==> src/sv/lmse_pkg.sv <==
`default_nettype none
// ----------------------------------------------------------------------------
// lmse_pkg
// Shared widths, defaults, constant tables and types of the logistic
// mean-squared-error engine.
// ----------------------------------------------------------------------------
package lmse_pkg;

    localparam int NUM_WEIGHTS_DEF   = 1024;
    localparam int MAX_POSITIONS_DEF = 1048576;

    localparam int IDX_W   = 10;
    localparam int WGT_W   = 16;
    localparam int COEF_W  = 16;
    localparam int RES_W   = 2;
    localparam int K_W     = 16;
    localparam int SCORE_W = 48;
    localparam int PROD_W  = 32;
    localparam int TOT_W   = 64;
    localparam int MEAN_W  = 32;
    localparam int CNT_W   = 21;
    localparam int P_W     = 33;
    localparam int DIVD_W  = 64;
    localparam int DIVS_W  = 34;
    localparam int S_W     = 17;
    localparam int SQ_W    = 33;

    localparam logic [K_W-1:0] SCALE_K_RST = 16'd4096;
    localparam logic [S_W-1:0] S_ONE       = 17'd65536;
    localparam logic [S_W-1:0] R_HALF      = 17'd32768;
    localparam logic [RES_W-1:0] RES_WIN   = 2'd2;
    localparam logic            OP_WRITE   = 1'b0;

    typedef struct packed {
        logic           done;
        logic           sat;
        logic           neg;
        logic [P_W-1:0] p;
    } t_pow_res;

    function automatic logic [15:0] pow_frac(input logic [2:0] i);
        logic [15:0] c;
        unique case (i)
            3'd0: c = 16'd46341;
            3'd1: c = 16'd55109;
            3'd2: c = 16'd60097;
            3'd3: c = 16'd62757;
            3'd4: c = 16'd64132;
            3'd5: c = 16'd64830;
            3'd6: c = 16'd65182;
            3'd7: c = 16'd65359;
            default: c = 16'd0;
        endcase
        return c;
    endfunction

endpackage
`default_nettype wire

==> src/sv/lmse_divider.sv <==
`default_nettype none
// ----------------------------------------------------------------------------
// lmse_divider
// Restoring radix-2 divider, one quotient bit per cycle, shared by the
// logistic and the mean.
// ----------------------------------------------------------------------------
module lmse_divider (
    input  wire                          i_clk,
    input  wire                          i_rst_n,
    input  wire                          i_start,
    input  wire [lmse_pkg::DIVD_W-1:0]   i_dividend,
    input  wire [lmse_pkg::DIVS_W-1:0]   i_divisor,
    output logic                         o_done,
    output logic [lmse_pkg::DIVD_W-1:0]  o_quotient
);

    logic                          r_busy;
    logic [6:0]                    r_count;
    logic [lmse_pkg::DIVS_W-1:0]   r_div;
    logic [lmse_pkg::DIVS_W-1:0]   r_rem;
    logic [lmse_pkg::DIVS_W:0]     rem_sh;
    logic                          fits;

    always_comb begin
        rem_sh = {r_rem, o_quotient[lmse_pkg::DIVD_W-1]};
        fits   = rem_sh >= {1'b0, r_div};
    end

    always_ff @(posedge i_clk) begin
        if (!i_rst_n) begin
            r_busy  <= 1'b0;
            o_done  <= 1'b0;
            r_count <= '0;
        end else begin
            o_done <= 1'b0;
            if (i_start) begin
                r_busy     <= 1'b1;
                r_count    <= '0;
                r_div      <= i_divisor;
                r_rem      <= '0;
                o_quotient <= i_dividend;
            end else if (r_busy) begin
                r_rem <= fits ? lmse_pkg::DIVS_W'(rem_sh - {1'b0, r_div})
                              : lmse_pkg::DIVS_W'(rem_sh);
                o_quotient <= {o_quotient[lmse_pkg::DIVD_W-2:0], fits};
                r_count    <= r_count + 7'd1;
                if (r_count == 7'd63) begin
                    r_busy <= 1'b0;
                    o_done <= 1'b1;
                end
            end
        end
    end

endmodule
`default_nettype wire

==> config.mk <==
export PLATFORM = sky130hd
export DESIGN_NAME = lmse_divider
export DESIGN_NICKNAME = d
export VERILOG_FILES = /design/src/sv/lmse_pkg.sv /design/src/sv/lmse_divider.sv
export SDC_FILE = /design/constraint.sdc
export NUM_CORES = 1
export LEC_CHECK = 0
export ABC_AREA = 0
export BUFFER_PORTS_ARGS = -buffer_cell sky130_fd_sc_hd__buf_2
export CORE_MARGIN = 1.5
export CORE_UTILIZATION = 45
export CTS_BUF_LIST = sky130_fd_sc_hd__clkbuf_8
export DETAILED_ROUTE_END_ITERATION = 10
export HOLD_SLACK_MARGIN = 0.05
export MAX_ROUTING_LAYER = met4
export PLACE_DENSITY = 0.68
export SYNTH_ARGS = -nofsm -noshare
export SYNTH_HDL_FRONTEND = slang
export SYNTH_SLANG_ARGS = --single-unit
==> constraint.sdc <==
create_clock -name i_clk -period 5 [get_ports i_clk]
set_clock_uncertainty 0.1 [all_clocks]
set_input_delay 0.25 -clock i_clk [delete_from_list [all_inputs] [get_ports i_clk]]
set_output_delay 0.25 -clock i_clk [all_outputs]
set_load 0.05 [all_outputs]
# Yosys cells after proc, flatten, opt, wreduce, memory -nomap -nowiden
# Index checks and enable logic that the tools add are counted.
# Widths: inputs -> output; s select.
# totals
ff_bits	141
input_bits	101
output_inout_bits	65
wordCells	25
# op_classes
addsub	2
n_lt_le_gt_ge	1
eq_ne	1
n_mux	8
bitwise_logic	2
n_reduce_logical	5
# op_table
op	count
$mux 64	2
$mux 34	2
$ge 35x34->1	1
$sub 34x34->34	1
$add 7x1->7 const B	1
$eq 7x6->1 const B	1
$mux 1	4
$reduce_and 2->1	2
$reduce_or 3->1	1
$not 1->1	2
$reduce_bool 2->1	1
$reduce_or 2->1	1

# Longest topological paths before layout
# depth
ltp_word	4
depth_mapped	14
mapped_depth_nobuf	13

# Worst setup path after synthesis
# No wires, ideal clock.
# synth_timing
kind	input to register
from	input port i_start
to	register r_busy
setup_time_ns	0.068
t_arrival_ns	3.474
required_ns	4.832
slack_ns	1.358
stages	4
n_path_buf	2
path_cell_list	clkbuf_1 clkbuf_1 o21a_1 o41a_1
# synth_via
elab_chain_len	1
# synth_rtl
element	line	text
start: declaration	lmse_divider.sv:10	input wire i_start,
$mux 1	lmse_divider.sv:36	if (i_start) begin
end signal: assignment	lmse_divider.sv:31	r_busy <= 1'b0;
end signal: assignment	lmse_divider.sv:37	r_busy <= 1'b1;
end signal: assignment	lmse_divider.sv:48	r_busy <= 1'b0;
end: declaration	lmse_divider.sv:17	logic r_busy;
# No other way between the ends.
# A chain may end at the register's enable or synchronous reset.

# Worst setup path in the final report
# layout_timing
from	register r_rem[0] (netlist name)
to	register r_rem[27] (netlist name), data pin
# layout_via
elab_chain_len	3
elab_cells_between_ends	4
classes_between	add/sub (1); order compare (1); mux (2)
# layout_rtl
element	line	text
start: declaration	lmse_divider.sv:20	logic [lmse_pkg::DIVS_W-1:0] r_rem;
start signal: assignment	lmse_divider.sv:43	r_rem <= fits ? lmse_pkg::DIVS_W'(rem_sh - {1'b0, r_div})
$sub 34x34->34 or $ge 35x34->1 (tied branches)	lmse_divider.sv:43, lmse_divider.sv:26	
$mux 34 *	lmse_divider.sv:43	
$mux 34 *	lmse_divider.sv:42	end else if (r_busy) begin
# Every way passes the cells marked *; elsewhere a longest branch is shown, timed or not. The select of a mux whose other input is x is not followed.

==> impl_metrics.env <==
export IMPL_endpoint="r_rem[27]"
export IMPL_fmax_ghz=0.292
export IMPL_die_area_um2=17700
export IMPL_power_leakage_nw=4.16
export IMPL_syn_area_per_cell_um2=12.3
export IMPL_worst_pin_slew_ns=0.882
export IMPL_grt_pass1_wl_um=31500
export IMPL_final_seq_area_um2=4140
export IMPL_synth_distinct_cells=66
export IMPL_fin_nets=1025
export IMPL_cap_violations=0
export IMPL_power_density_nw_per_um2=326
export IMPL_cts_made_buffers=17
export IMPL_start_util_pct=46.0
export IMPL_synthToLayoutAreaGrowth_pct=31.4
export IMPL_ys_flop_type="edfxtp_1"
export IMPL_cts_htree_levels=4
export IMPL_place_congestion=0.868
export IMPL_synth_top_area_share_pct=52.0
export IMPL_vias=5947
export IMPL_maxSlewViolCount=0
export IMPL_synth_net_count=759
export IMPL_r2r_start="r_rem[0]"
export IMPL_max_slew_margin_pct=41.2
export IMPL_multiInputGateArea_um2=3200
export IMPL_final_hold_violation_count=0
export IMPL_finalCritPeriodShare_pct=68.4
export IMPL_fin_cells=1121
export IMPL_port_buffers=165
export IMPL_async_flop_share_pct=0
export IMPL_avgRoutedWirePerCell_um=17.3
export IMPL_yosysSeqAreaShare_pct=54.3
export IMPL_ant_nets=0
export IMPL_reg2reg_depth=11
export IMPL_grt_max_degree=64
export IMPL_routed_wl_um=19400
export IMPL_drc_errors=0
export IMPL_cp_startpoint="r_rem[0]"
export IMPL_drt_first_pass_iters=5
export IMPL_first_global_vias=6185
export IMPL_cts_resized=0
export IMPL_gr_total_overflow=0
export IMPL_ctsLongestPathBuffers=2
export IMPL_reg2reg_to="r_rem[27]"
export IMPL_period_minus_slack_ns=3.42
export IMPL_clockRootBuffer="clkbuf_8"
export IMPL_status="finished, final reports clean"
export IMPL_crit_path_start_kind="flop"
export IMPL_synth_edf_count=132
export IMPL_critical_path_class="reg2reg"
export IMPL_cp_max_fo=40
export IMPL_antenna_found_initial=0
export IMPL_ff2ff_setup_slack_ns=1.58
export IMPL_placed_cell_area_um2=8670
export IMPL_coreArea_um2=16600
export IMPL_die_w_um=133
export IMPL_finalSetupTns_ns=0
export IMPL_post_dp_hpwl_um=12700
export IMPL_fillers=1317
export IMPL_worstSetupEndpointType="flop"
export IMPL_ir_worst_vdd_mv=0.216
export IMPL_syn_inst=622
export IMPL_hold_path_class="in2reg"
export IMPL_worstPathArrival_ns=3.52
export IMPL_clkTransAtPathRegs_ns=0.08
export IMPL_syn_area_um2=7630
export IMPL_clock_latency_ns=0.46
export IMPL_cts_sinks=141
export IMPL_holdWs_ns=0.156
export IMPL_io_pin_count=166
export IMPL_finalSetupViolations=0
export IMPL_cts_tree="yes"
export IMPL_ys_ff_latch=141
export IMPL_rows=47
export IMPL_n_antenna_cell=0
export IMPL_dp_cells=991
export IMPL_fin_area_um2=10000
export IMPL_viasPerCell=5.31
export IMPL_rsz0062_at_grt="false"
export IMPL_grtUsageTotal_pct=23.1
export IMPL_yosysTopAreaCell="edfxtp_1"
export IMPL_dieHeight_um=133
export IMPL_netlist_top_cells_area="edfxtp_1 52%, mux2_2 9.3%, ha_1 5.7%, a21oi_1 3.0%, mux2i_1 2.9%"
export IMPL_drive_above_1_share_pct=31.1
export IMPL_critPathRequiredTime_ns=5.10
export IMPL_yosys_warnings=0
export IMPL_first_iter_violations=358
[per-layer routing]
layer,up-vias,GRT usage [%],wire [um]
met5,-,-,0
met3,38,5.75,1120
met4,0,7.85,418
li1,2834,-,-
met2,222,38.4,9610
met1,2853,27.7,8280
[timing repair]
action | in CTS | in global routing
hold buffers | 98 | 0
endpoints found under the setup margin | 0 | 0
endpoints found under the hold margin | 98 | 0
setup buffers | 0 | 0
[layout make-up]
type | count | area share, %
Multi-Input combinational cell | 412 | 32.0
Timing Repair Buffer | 267 | 18.4
Inverter | 49 | 1.84
Clock buffer | 17 | 2.34
Sequential cell | 141 | 41.4
Tap cell | 220 | 2.75
Clock inverter | 15 | 1.39
[cells in the final DEF (no fill, tap or decap), types with 17 or more instances in the layout]
cell type / Yosys / final
a21oi_1: 45 / 45
buf_2: 4 / 164
clkbuf_8: 0 / 17
dlygate4sd3_1: 0 / 98
edfxtp_1: 132 / 132
ha_1: 35 / 35
inv_1: 49 / 50
mux2_2: 63 / 63
mux2i_1: 22 / 22
nand2_1: 25 / 25
nor2_1: 51 / 51
xnor2_1: 17 / 17
[cell families after synthesis]
logic type	synth area share, %
flops	54.3
xor+xnor	3.79
simple gates	8.25
mux	12.2
buf+inv	3.76
compound gates	11.7
fa+ha+maj	6.00
[worst max-delay path, stage by stage, from the launching register on]
cell and delay [ns]:
edfxtp_1 0.45, ha_1 0.32, nor2b_1 0.15, o31a_1 0.26, o31a_1 0.28, a21oi_2 0.27, a21oi_4 0.13, o21ai_2 0.24
o41ai_4 0.08, buf_4 0.34, nor2b_1 0.26, a32o_1 0.27
[synthesized netlist by cell type (3+ instances only)]
library cell,count
mux2i_1,22
buf_6,3
nor2_1,51
mux2_2,63
o21a_1,6
a211oi_2,6
buf_2,4
inv_1,49
nand3_1,6
a22o_1,4
clkbuf_1,10
a21oi_1,45
o21ai_0,16
xnor2_1,17
o31a_1,3
edfxtp_1,132
nor3_1,8
or3_1,6
dfxtp_1,9
xor2_1,16
a21o_1,9
o21bai_1,6
ha_1,35
nor2b_1,5
nand2_1,25
nand2b_1,7
o21ai_1,5
buf_1,3
nand4_1,7
[state kept, by name (all words and copies together) (netlist names)]
| name | cells |
|---|---|
| r_busy | 1 |
| r_rem | 34 |
| r_count | 7 |
| r_div | 34 |
| o_done | 1 |
| o_quotient | 64 |
[report_power, final]
group          internal, mW  switching, mW  total, mW
clock                 0.401          0.493      0.894
sequential             1.41         0.0465       1.45
combinational         0.377          0.540      0.916
[metrics by stage]
step / utilization (%) / setup WS (ns) / power (mW)
4_1_cts: 60.4 / 1.58 / 3.26
6_report: 60.4 / 1.58 / 3.26
2_1_floorplan: - / 1.36 / 2.12
3_5_place_dp: 52.3 / 1.60 / 2.32
5_1_grt: 60.4 / 1.33 / 3.41
3_3_place_gp: 52.3 / 1.68 / 2.30
[how the worst min path moves through the flow]
stage                              from          to  slack, ns  cells past startpoint
after floorplan            i_divisor[0]    r_div[0]       0.25                      0
after global placement    i_divisor[30]   r_div[30]       0.33                      1
after detailed placement  i_divisor[14]   r_div[14]       0.33                      1
after CTS                       i_rst_n  r_count[5]       0.14                      3
after global routing            i_rst_n  r_count[5]       0.19                      3
final                           i_rst_n  r_count[5]       0.16                      3
(Power assumes the default switching activity.)
