--- src/sv/lmse_pkg.sv ---
`default_nettype none
// ----------------------------------------------------------------------------
// lmse_pkg
// Shared widths, defaults, constant tables and types of the logistic
// mean-squared-error engine.
// ----------------------------------------------------------------------------
package lmse_pkg;

    localparam int NUM_WEIGHTS_DEF   = 1024;
    localparam int MAX_POSITIONS_DEF = 1048576;

    localparam int IDX_W   = 10;
    localparam int WGT_W   = 16;
    localparam int COEF_W  = 16;
    localparam int RES_W   = 2;
    localparam int K_W     = 16;
    localparam int SCORE_W = 48;
    localparam int PROD_W  = 32;
    localparam int TOT_W   = 64;
    localparam int MEAN_W  = 32;
    localparam int CNT_W   = 21;
    localparam int P_W     = 33;
    localparam int DIVD_W  = 64;
    localparam int DIVS_W  = 34;
    localparam int S_W     = 17;
    localparam int SQ_W    = 33;

    localparam logic [K_W-1:0] SCALE_K_RST = 16'd4096;
    localparam logic [S_W-1:0] S_ONE       = 17'd65536;
    localparam logic [S_W-1:0] R_HALF      = 17'd32768;
    localparam logic [RES_W-1:0] RES_WIN   = 2'd2;
    localparam logic            OP_WRITE   = 1'b0;

    typedef struct packed {
        logic           done;
        logic           sat;
        logic           neg;
        logic [P_W-1:0] p;
    } t_pow_res;

    function automatic logic [15:0] pow_frac(input logic [2:0] i);
        logic [15:0] c;
        unique case (i)
            3'd0: c = 16'd46341;
            3'd1: c = 16'd55109;
            3'd2: c = 16'd60097;
            3'd3: c = 16'd62757;
            3'd4: c = 16'd64132;
            3'd5: c = 16'd64830;
            3'd6: c = 16'd65182;
            3'd7: c = 16'd65359;
            default: c = 16'd0;
        endcase
        return c;
    endfunction

endpackage
`default_nettype wire

--- src/sv/lmse_pow2.sv ---
`default_nettype none
// ----------------------------------------------------------------------------
// lmse_pow2
// Forms p = 2^-(|k*score|/2^20) in Q1.32: three 16x16 partial products for
// the exponent, then one fraction bit per cycle, then the integer shift.
// ----------------------------------------------------------------------------
module lmse_pow2 (
    input  wire                          i_clk,
    input  wire                          i_rst_n,
    input  wire                          i_start,
    input  wire [lmse_pkg::SCORE_W-1:0]  i_score,
    input  wire [lmse_pkg::K_W-1:0]      i_scale_k,
    output lmse_pkg::t_pow_res           o_res
);

    typedef enum logic [1:0] {P_IDLE, P_MUL, P_POW, P_SHIFT} t_state;

    t_state                         r_state;
    logic [2:0]                     r_step;
    logic [lmse_pkg::SCORE_W-1:0]   r_mag;
    logic [63:0]                    r_prod;
    logic [lmse_pkg::P_W-1:0]       r_p;
    logic                           r_neg;
    logic                           r_done;
    logic [15:0]                    mag_part;
    logic [31:0]                    part;
    logic [7:0]                     frac;
    logic [48:0]                    pmul;

    always_comb begin
        unique case (r_step[1:0])
            2'd0:    mag_part = r_mag[15:0];
            2'd1:    mag_part = r_mag[31:16];
            default: mag_part = r_mag[47:32];
        endcase
        part = mag_part * i_scale_k;
        frac = r_prod[19:12];
        pmul = r_p * lmse_pkg::pow_frac(r_step);
    end

    always_ff @(posedge i_clk) begin
        if (!i_rst_n) begin
            r_state <= P_IDLE;
            r_done  <= 1'b0;
            r_step  <= '0;
        end else begin
            r_done <= 1'b0;
            unique case (r_state)
                P_IDLE: begin
                    if (i_start) begin
                        r_neg   <= i_score[lmse_pkg::SCORE_W-1];
                        r_mag   <= i_score[lmse_pkg::SCORE_W-1] ? -i_score : i_score;
                        r_prod  <= '0;
                        r_step  <= '0;
                        r_state <= P_MUL;
                    end
                end
                P_MUL: begin
                    unique case (r_step[1:0])
                        2'd0:    r_prod <= r_prod + 64'(part);
                        2'd1:    r_prod <= r_prod + {16'd0, part, 16'd0};
                        default: r_prod <= r_prod + {part, 32'd0};
                    endcase
                    if (r_step == 3'd2) begin
                        r_step  <= '0;
                        r_p     <= {1'b1, 32'd0};
                        r_state <= P_POW;
                    end else begin
                        r_step <= r_step + 3'd1;
                    end
                end
                P_POW: begin
                    if (frac[3'd7 - r_step]) begin
                        r_p <= pmul[48:16];
                    end
                    r_step <= r_step + 3'd1;
                    if (r_step == 3'd7) begin
                        r_state <= P_SHIFT;
                    end
                end
                P_SHIFT: begin
                    r_p     <= r_p >> r_prod[24:20];
                    r_done  <= 1'b1;
                    r_state <= P_IDLE;
                end
                default: r_state <= P_IDLE;
            endcase
        end
    end

    assign o_res.done = r_done;
    assign o_res.sat  = |r_prod[63:25];
    assign o_res.neg  = r_neg;
    assign o_res.p    = r_p;

endmodule
`default_nettype wire

--- config.mk ---
export PLATFORM = sky130hd
export DESIGN_NAME = lmse_pow2
export DESIGN_NICKNAME = d
export VERILOG_FILES = /design/src/sv/lmse_pkg.sv /design/src/sv/lmse_pow2.sv
export SDC_FILE = /design/constraint.sdc
export NUM_CORES = 2
export LEC_CHECK = 0
export BUFFER_PORTS_ARGS = -buffer_cell sky130_fd_sc_hd__clkbuf_2
export CAP_MARGIN = 20
export CORE_MARGIN = 3
export CORE_UTILIZATION = 44
export DETAILED_ROUTE_END_ITERATION = 16
export HOLD_SLACK_MARGIN = 0.12
export RECOVER_POWER = 100
export SYNTH_ARGS = -nofsm -noshare
export SYNTH_HDL_FRONTEND = slang
export SYNTH_SLANG_ARGS = --single-unit
--- constraint.sdc ---
create_clock -name i_clk -period 13.55 [get_ports i_clk]
set_clock_uncertainty 0.1 [all_clocks]
set_input_delay 3.3875 -clock i_clk [delete_from_list [all_inputs] [get_ports i_clk]]
set_output_delay 3.3875 -clock i_clk [all_outputs]
set_load 0.05 [all_outputs]
* Word-level counts from Yosys, hierarchy flattened
Memories as Yosys holds them, arrays and structs flattened. A register that Yosys moved wholly into a read port is not among the register bits.
Cells that the tools add are included.
** Cells by class
- $add $sub $neg :: 6
- Multiply operators :: 2
- Mux-type cells :: 20
- Eq/ne operators :: 10
- Shifts and indexed selects :: 1
- $lt $le $gt $ge :: 1
- Reductions and logical operators :: 11
** Operator list (number)
- $pmux W64 S2 :: 2
- $pmux W33 S3 :: 1
- $mux W33 :: 2
- $add A64 B32 Y64 :: 1
- $add A64 B48 Y64 :: 1
- $add A64 B64 Y64 :: 1
- $mux W64 :: 1
- $mul A33 B16 Y49 :: 1
- $neg A48 Y48 :: 1
- $mux W47 :: 1
- $reduce_or A39 Y1 :: 1
- $shr A33 B5 Y33 :: 1
- $mul A16 B16 Y32 :: 1
- $pmux W16 S2 :: 1
- $mux W3 :: 4
- $pmux W3 S3 :: 1
- $reduce_and A3 Y1 :: 3
- $ne A2 B2 Y1 const B :: 4
- $pmux W2 S4 :: 1
- $mux W2 :: 3
- $reduce_bool A3 Y1 :: 2
- $eq A2 B1 Y1 const B :: 2
- $eq A2 B2 Y1 const B :: 2
- $logic_not A2 Y1 :: 2
- 10 further kinds :: 11
** Word-level totals
- Memories :: 1
- Word-level logic and storage cells :: 60
- ROM bits :: 120
- Register bits after elaboration :: 152
** Memory list
- (no name shown) :: words 8, bits a word 15, read ports 1, clocked after memory_dff 1, wr ports 0, RTL line lmse_pkg.sv:43 : unique case (i)

* Logic depth before layout (Yosys ltp)
- Word-level depth :: 6
- Gate-level depth with buffers :: 43
- Gate-level depth less buffers :: 38

* Worst setup path before layout
Ideal clock, no wire load.
- Path type :: in2reg
- Start :: input port i_scale_k[1] in the netlist's numbering
- End :: register r_prod[53], data pin
- Path buffers :: 2
- Library setup time :: 0.259 ns
- Stages on the path :: 31
- Required time :: 13.191 ns
- Slack :: 2.179 ns
- Data arrival time :: 11.012 ns
- Cells stage by stage :: clkbuf_1 nand2_1 fa_1 fa_1 fa_1 fa_1 inv_1 fa_1 inv_1 fa_1 inv_1 ha_1 a211o_1 o32ai_1 a211o_1 a31oi_1 o21ai_0 nand2_1 a21oi_1 xnor2_1 ha_1 clkbuf_1 nand2_1 o21ai_0 a21oi_1 o21ai_0 o22ai_1 a211oi_1 nand3_1 o21a_1 a211o_1
** Between the ends
- Word-level cells in the longest chain between the ends :: 4
- Elaborated cells on any way between the ends :: 6
- Classes of those cells :: 3 x add/sub; 1 x mul; 2 x mux
** RTL lines
- from (decl) :: RTL line lmse_pow2.sv:12 : input wire [lmse_pkg::K_W-1:0] i_scale_k,
- $mul A16 B16 Y32 (*) :: RTL line lmse_pow2.sv:36 : part = mag_part * i_scale_k;
- $add A64 B64 Y64, or another cell as far along :: RTL line lmse_pow2.sv:62 : default: r_prod <= r_prod + {part, 32'd0};
- $pmux W64 S2 (*) :: RTL line lmse_pow2.sv:59 : unique case (r_step[1:0])
- $pmux W64 S2 (*) :: RTL line lmse_pow2.sv:48 : unique case (r_state)
- to (signal assigned) :: RTL line lmse_pow2.sv:60 : 2'd0: r_prod <= r_prod + 64'(part);
- to (signal assigned) :: RTL line lmse_pow2.sv:61 : 2'd1: r_prod <= r_prod + {16'd0, part, 16'd0};
- to (signal assigned) :: RTL line lmse_pow2.sv:62
- to (decl) :: RTL line lmse_pow2.sv:21 : logic [63:0] r_prod;
Every way passes the cells marked *; elsewhere a longest branch is shown, timed or not.
A chain may end at the register's enable or synchronous reset.

* Worst setup path after layout
- Start :: input port i_scale_k[2] in the netlist's numbering
- End :: register r_prod[62], data pin
The elaborated chain is that of the path after synthesis.

==> impl_metrics.ini <==
[global_routing]
grt_max_degree = 65
grt-ovfl-total = 0
grt_pass1_wl_um = 193000
grt_pass1_vias = 33400
track_usage_pct = 25.4
antenna_found_initial = 2

[cts]
cts_setup_buffers = 0
clockRootBuffer = clkbuf_16
tritoncts = done
ctsHoldBuffers = 0
cts_resized = 0
cts.sinks = 165
cts_made_buffers = 17
cts.path.max_buffers = 2
htreeDepth = 4
path_clk_slew_ps = 80
clock_latency_ps = 500

[worst_setup_path]
rr_startpoint = r_step[0]
crit_top_cell = fa_1
crit_type = input pin to register
cp-end-kind = register
critPathMaxFanout = 16
rr_worst_depth = 35
critPathRequiredTime_ps = 13690
cp_data_arrival_time_ps = 12570
rr_endpoint = r_prod[62]
slowest_stage = a2111oi_0
reg2reg_slack_ps = 2040
critPathLaunchType = input pin
max_stage_delay_ps = 790

[timing]
finalCritPeriodShare_pct = 91.7
final-setup-viol-count = 0
final.setup.tns_ps = 0
worst_pin_slew_ps = 4260
rsz0062_at_grt = no
clock.fmax_mhz = 80.5
relSlewSlack_pct = -184
fin_crit_ps = 12430
hold_viol = 0
drv_slew = 199

[outcome]
status = finished, violations left
violations = max-capacitance violations, max-slew violations

[detailed_routing]
num_vias = 33300
final_antenna_net_count = 0
drcViolationCount = 0
wl_um = 122000
detail_route.vias_per_cell = 5.65
wl_per_cell_um = 20.7
drt-initial-drc-count = 2611
dr.pass1.iters = 5

[die]
die_area_um2 = 96400
io_pins = 103
initial_core_util_pct = 44.5
dieWidth_um = 311
die_h_um = 311
core_area_um2 = 91800
num_rows = 111

[yosys]
synth_top_area_share_pct = 30.8
synth_top_family_by_area = adder cells
ys_seq_area_share_pct = 11.7
avgSynthCellArea_um2 = 8.77
synthCells = 4654
netlist_area_um2 = 40800
yosysUniqueCellTypes = 86
synthesis.nets = 5686
synth_top_area_cell = fa_1
async_reset_ff_share_pct = 0
synth_compound_area_share_pct = 13.0
synth-xor-area-share_pct = 4.16
synth_edf_count = 146
synth.area.top_cells = fa_1 31%, edfxtp_1 11%, ha_1 10%
ys.flop_type = edfxtp_1
yosys_warnings = 0
ys_ff_latch = 165
muxShareOfSynthArea_pct = 2.54
yosys.area_share.simple_pct = 18.0
yosys.area_share.adder_pct = 41.1

[final_layout]
fin_area_um2 = 43100
drive_gt1_share_pct = 4.61
final_common_cell = inv_1
nets = 5663
area_growth_pct = 5.58
mostFrequentLayoutCells = 802 x inv_1, 628 x fa_1, 478 x and2_1
diodes = 0

[min_path]
hold_class = register to register
min_from = r_state[0]
hold_end = r_state[0]
whs_path_depth = 2

[placed_design]
dp_hpwl_um = 94500
place_area_um2 = 42600
place.gp.congestion = 0.913
port_buffers = 102

[run]
max-cap-violations = 4
[worst max path at each step]
stage,startpoint,end,slack [ps],cells after the start
global placement,i_scale_k[1],r_prod[53],980,28
CTS,i_scale_k[1],r_prod[53],1370,31
detailed placement,i_scale_k[1],r_prod[53],850,31
global route,i_scale_k[2],r_prod[62],650,28
finish,i_scale_k[2],r_prod[62],1120,30
floorplan,i_scale_k[1],r_prod[53],2180,31
[final cells by class]
class / count / area (µm²)
repair buffers: 178 / 1000
multi-input cells: 3464 / 32100
well taps: 1243 / 1560
clock inverters: 8 / 72.6
clock buffers: 24 / 536
fillers: 9008 / 48700
flip-flops and latches: 165 / 4770
inverters: 805 / 3020
[routing by layer]
metal / GRT usage, % / share of wire [%]
met1: 36.0 / 45
met5: 0 / 0
met2: 40.7 / 47
met3: 3.43 / 6.1
met4: 7.07 / 2.9
[worst max-delay path, delay by kind of cell]
kind            cells  cell delay (ps)
simple gates        5              990
fa+ha+maj           8             3340
xor+xnor            1              130
compound gates     10             3010
buf+inv             6             1680
[kinds of logic (layout without fill, tap and decap cells)]
logic type	Yosys count	count (layout)
compound gates	812	812
xor+xnor	194	194
fa+ha+maj	965	965
buf+inv	1025	1015
flops	165	165
mux	76	76
simple gates	1417	1417
[cell usage after synthesis (49+ instances only)]
library cell	instances
and2_1	485
a21oi_1	229
xor2_1	57
a21o_1	73
a211oi_1	49
ha_1	337
nor2_1	138
clkbuf_1	200
fa_1	628
o21ai_0	150
inv_1	802
nand3_1	63
nand2_1	459
xnor2_1	137
edfxtp_1	146
[flip-flops by register name, indices dropped and copies added, names as in the netlist, named ones only]
signal and cells:
r_state 2, r_step 3, r_prod 64, r_done 1
r_mag 48, r_p 33, r_neg 1
[through the flow]
stage / hold slack (ps) / setup WS, ps / instances / utilization [%]
2_1_floorplan: 408 / 2180 / 4654 / -
3_3_place_gp: 430 / 976 / 5852 / 46.4
3_5_place_dp: 452 / 851 / 5852 / 46.4
4_1_cts: 467 / 1370 / 5884 / 47.1
5_1_grt: 511 / 646 / 5887 / 46.9
6_report: 471 / 1120 / 5887 / 46.9
Power is not shown: default switching activity piles up to over one toggle a cycle in this logic, so the estimate is an artifact.
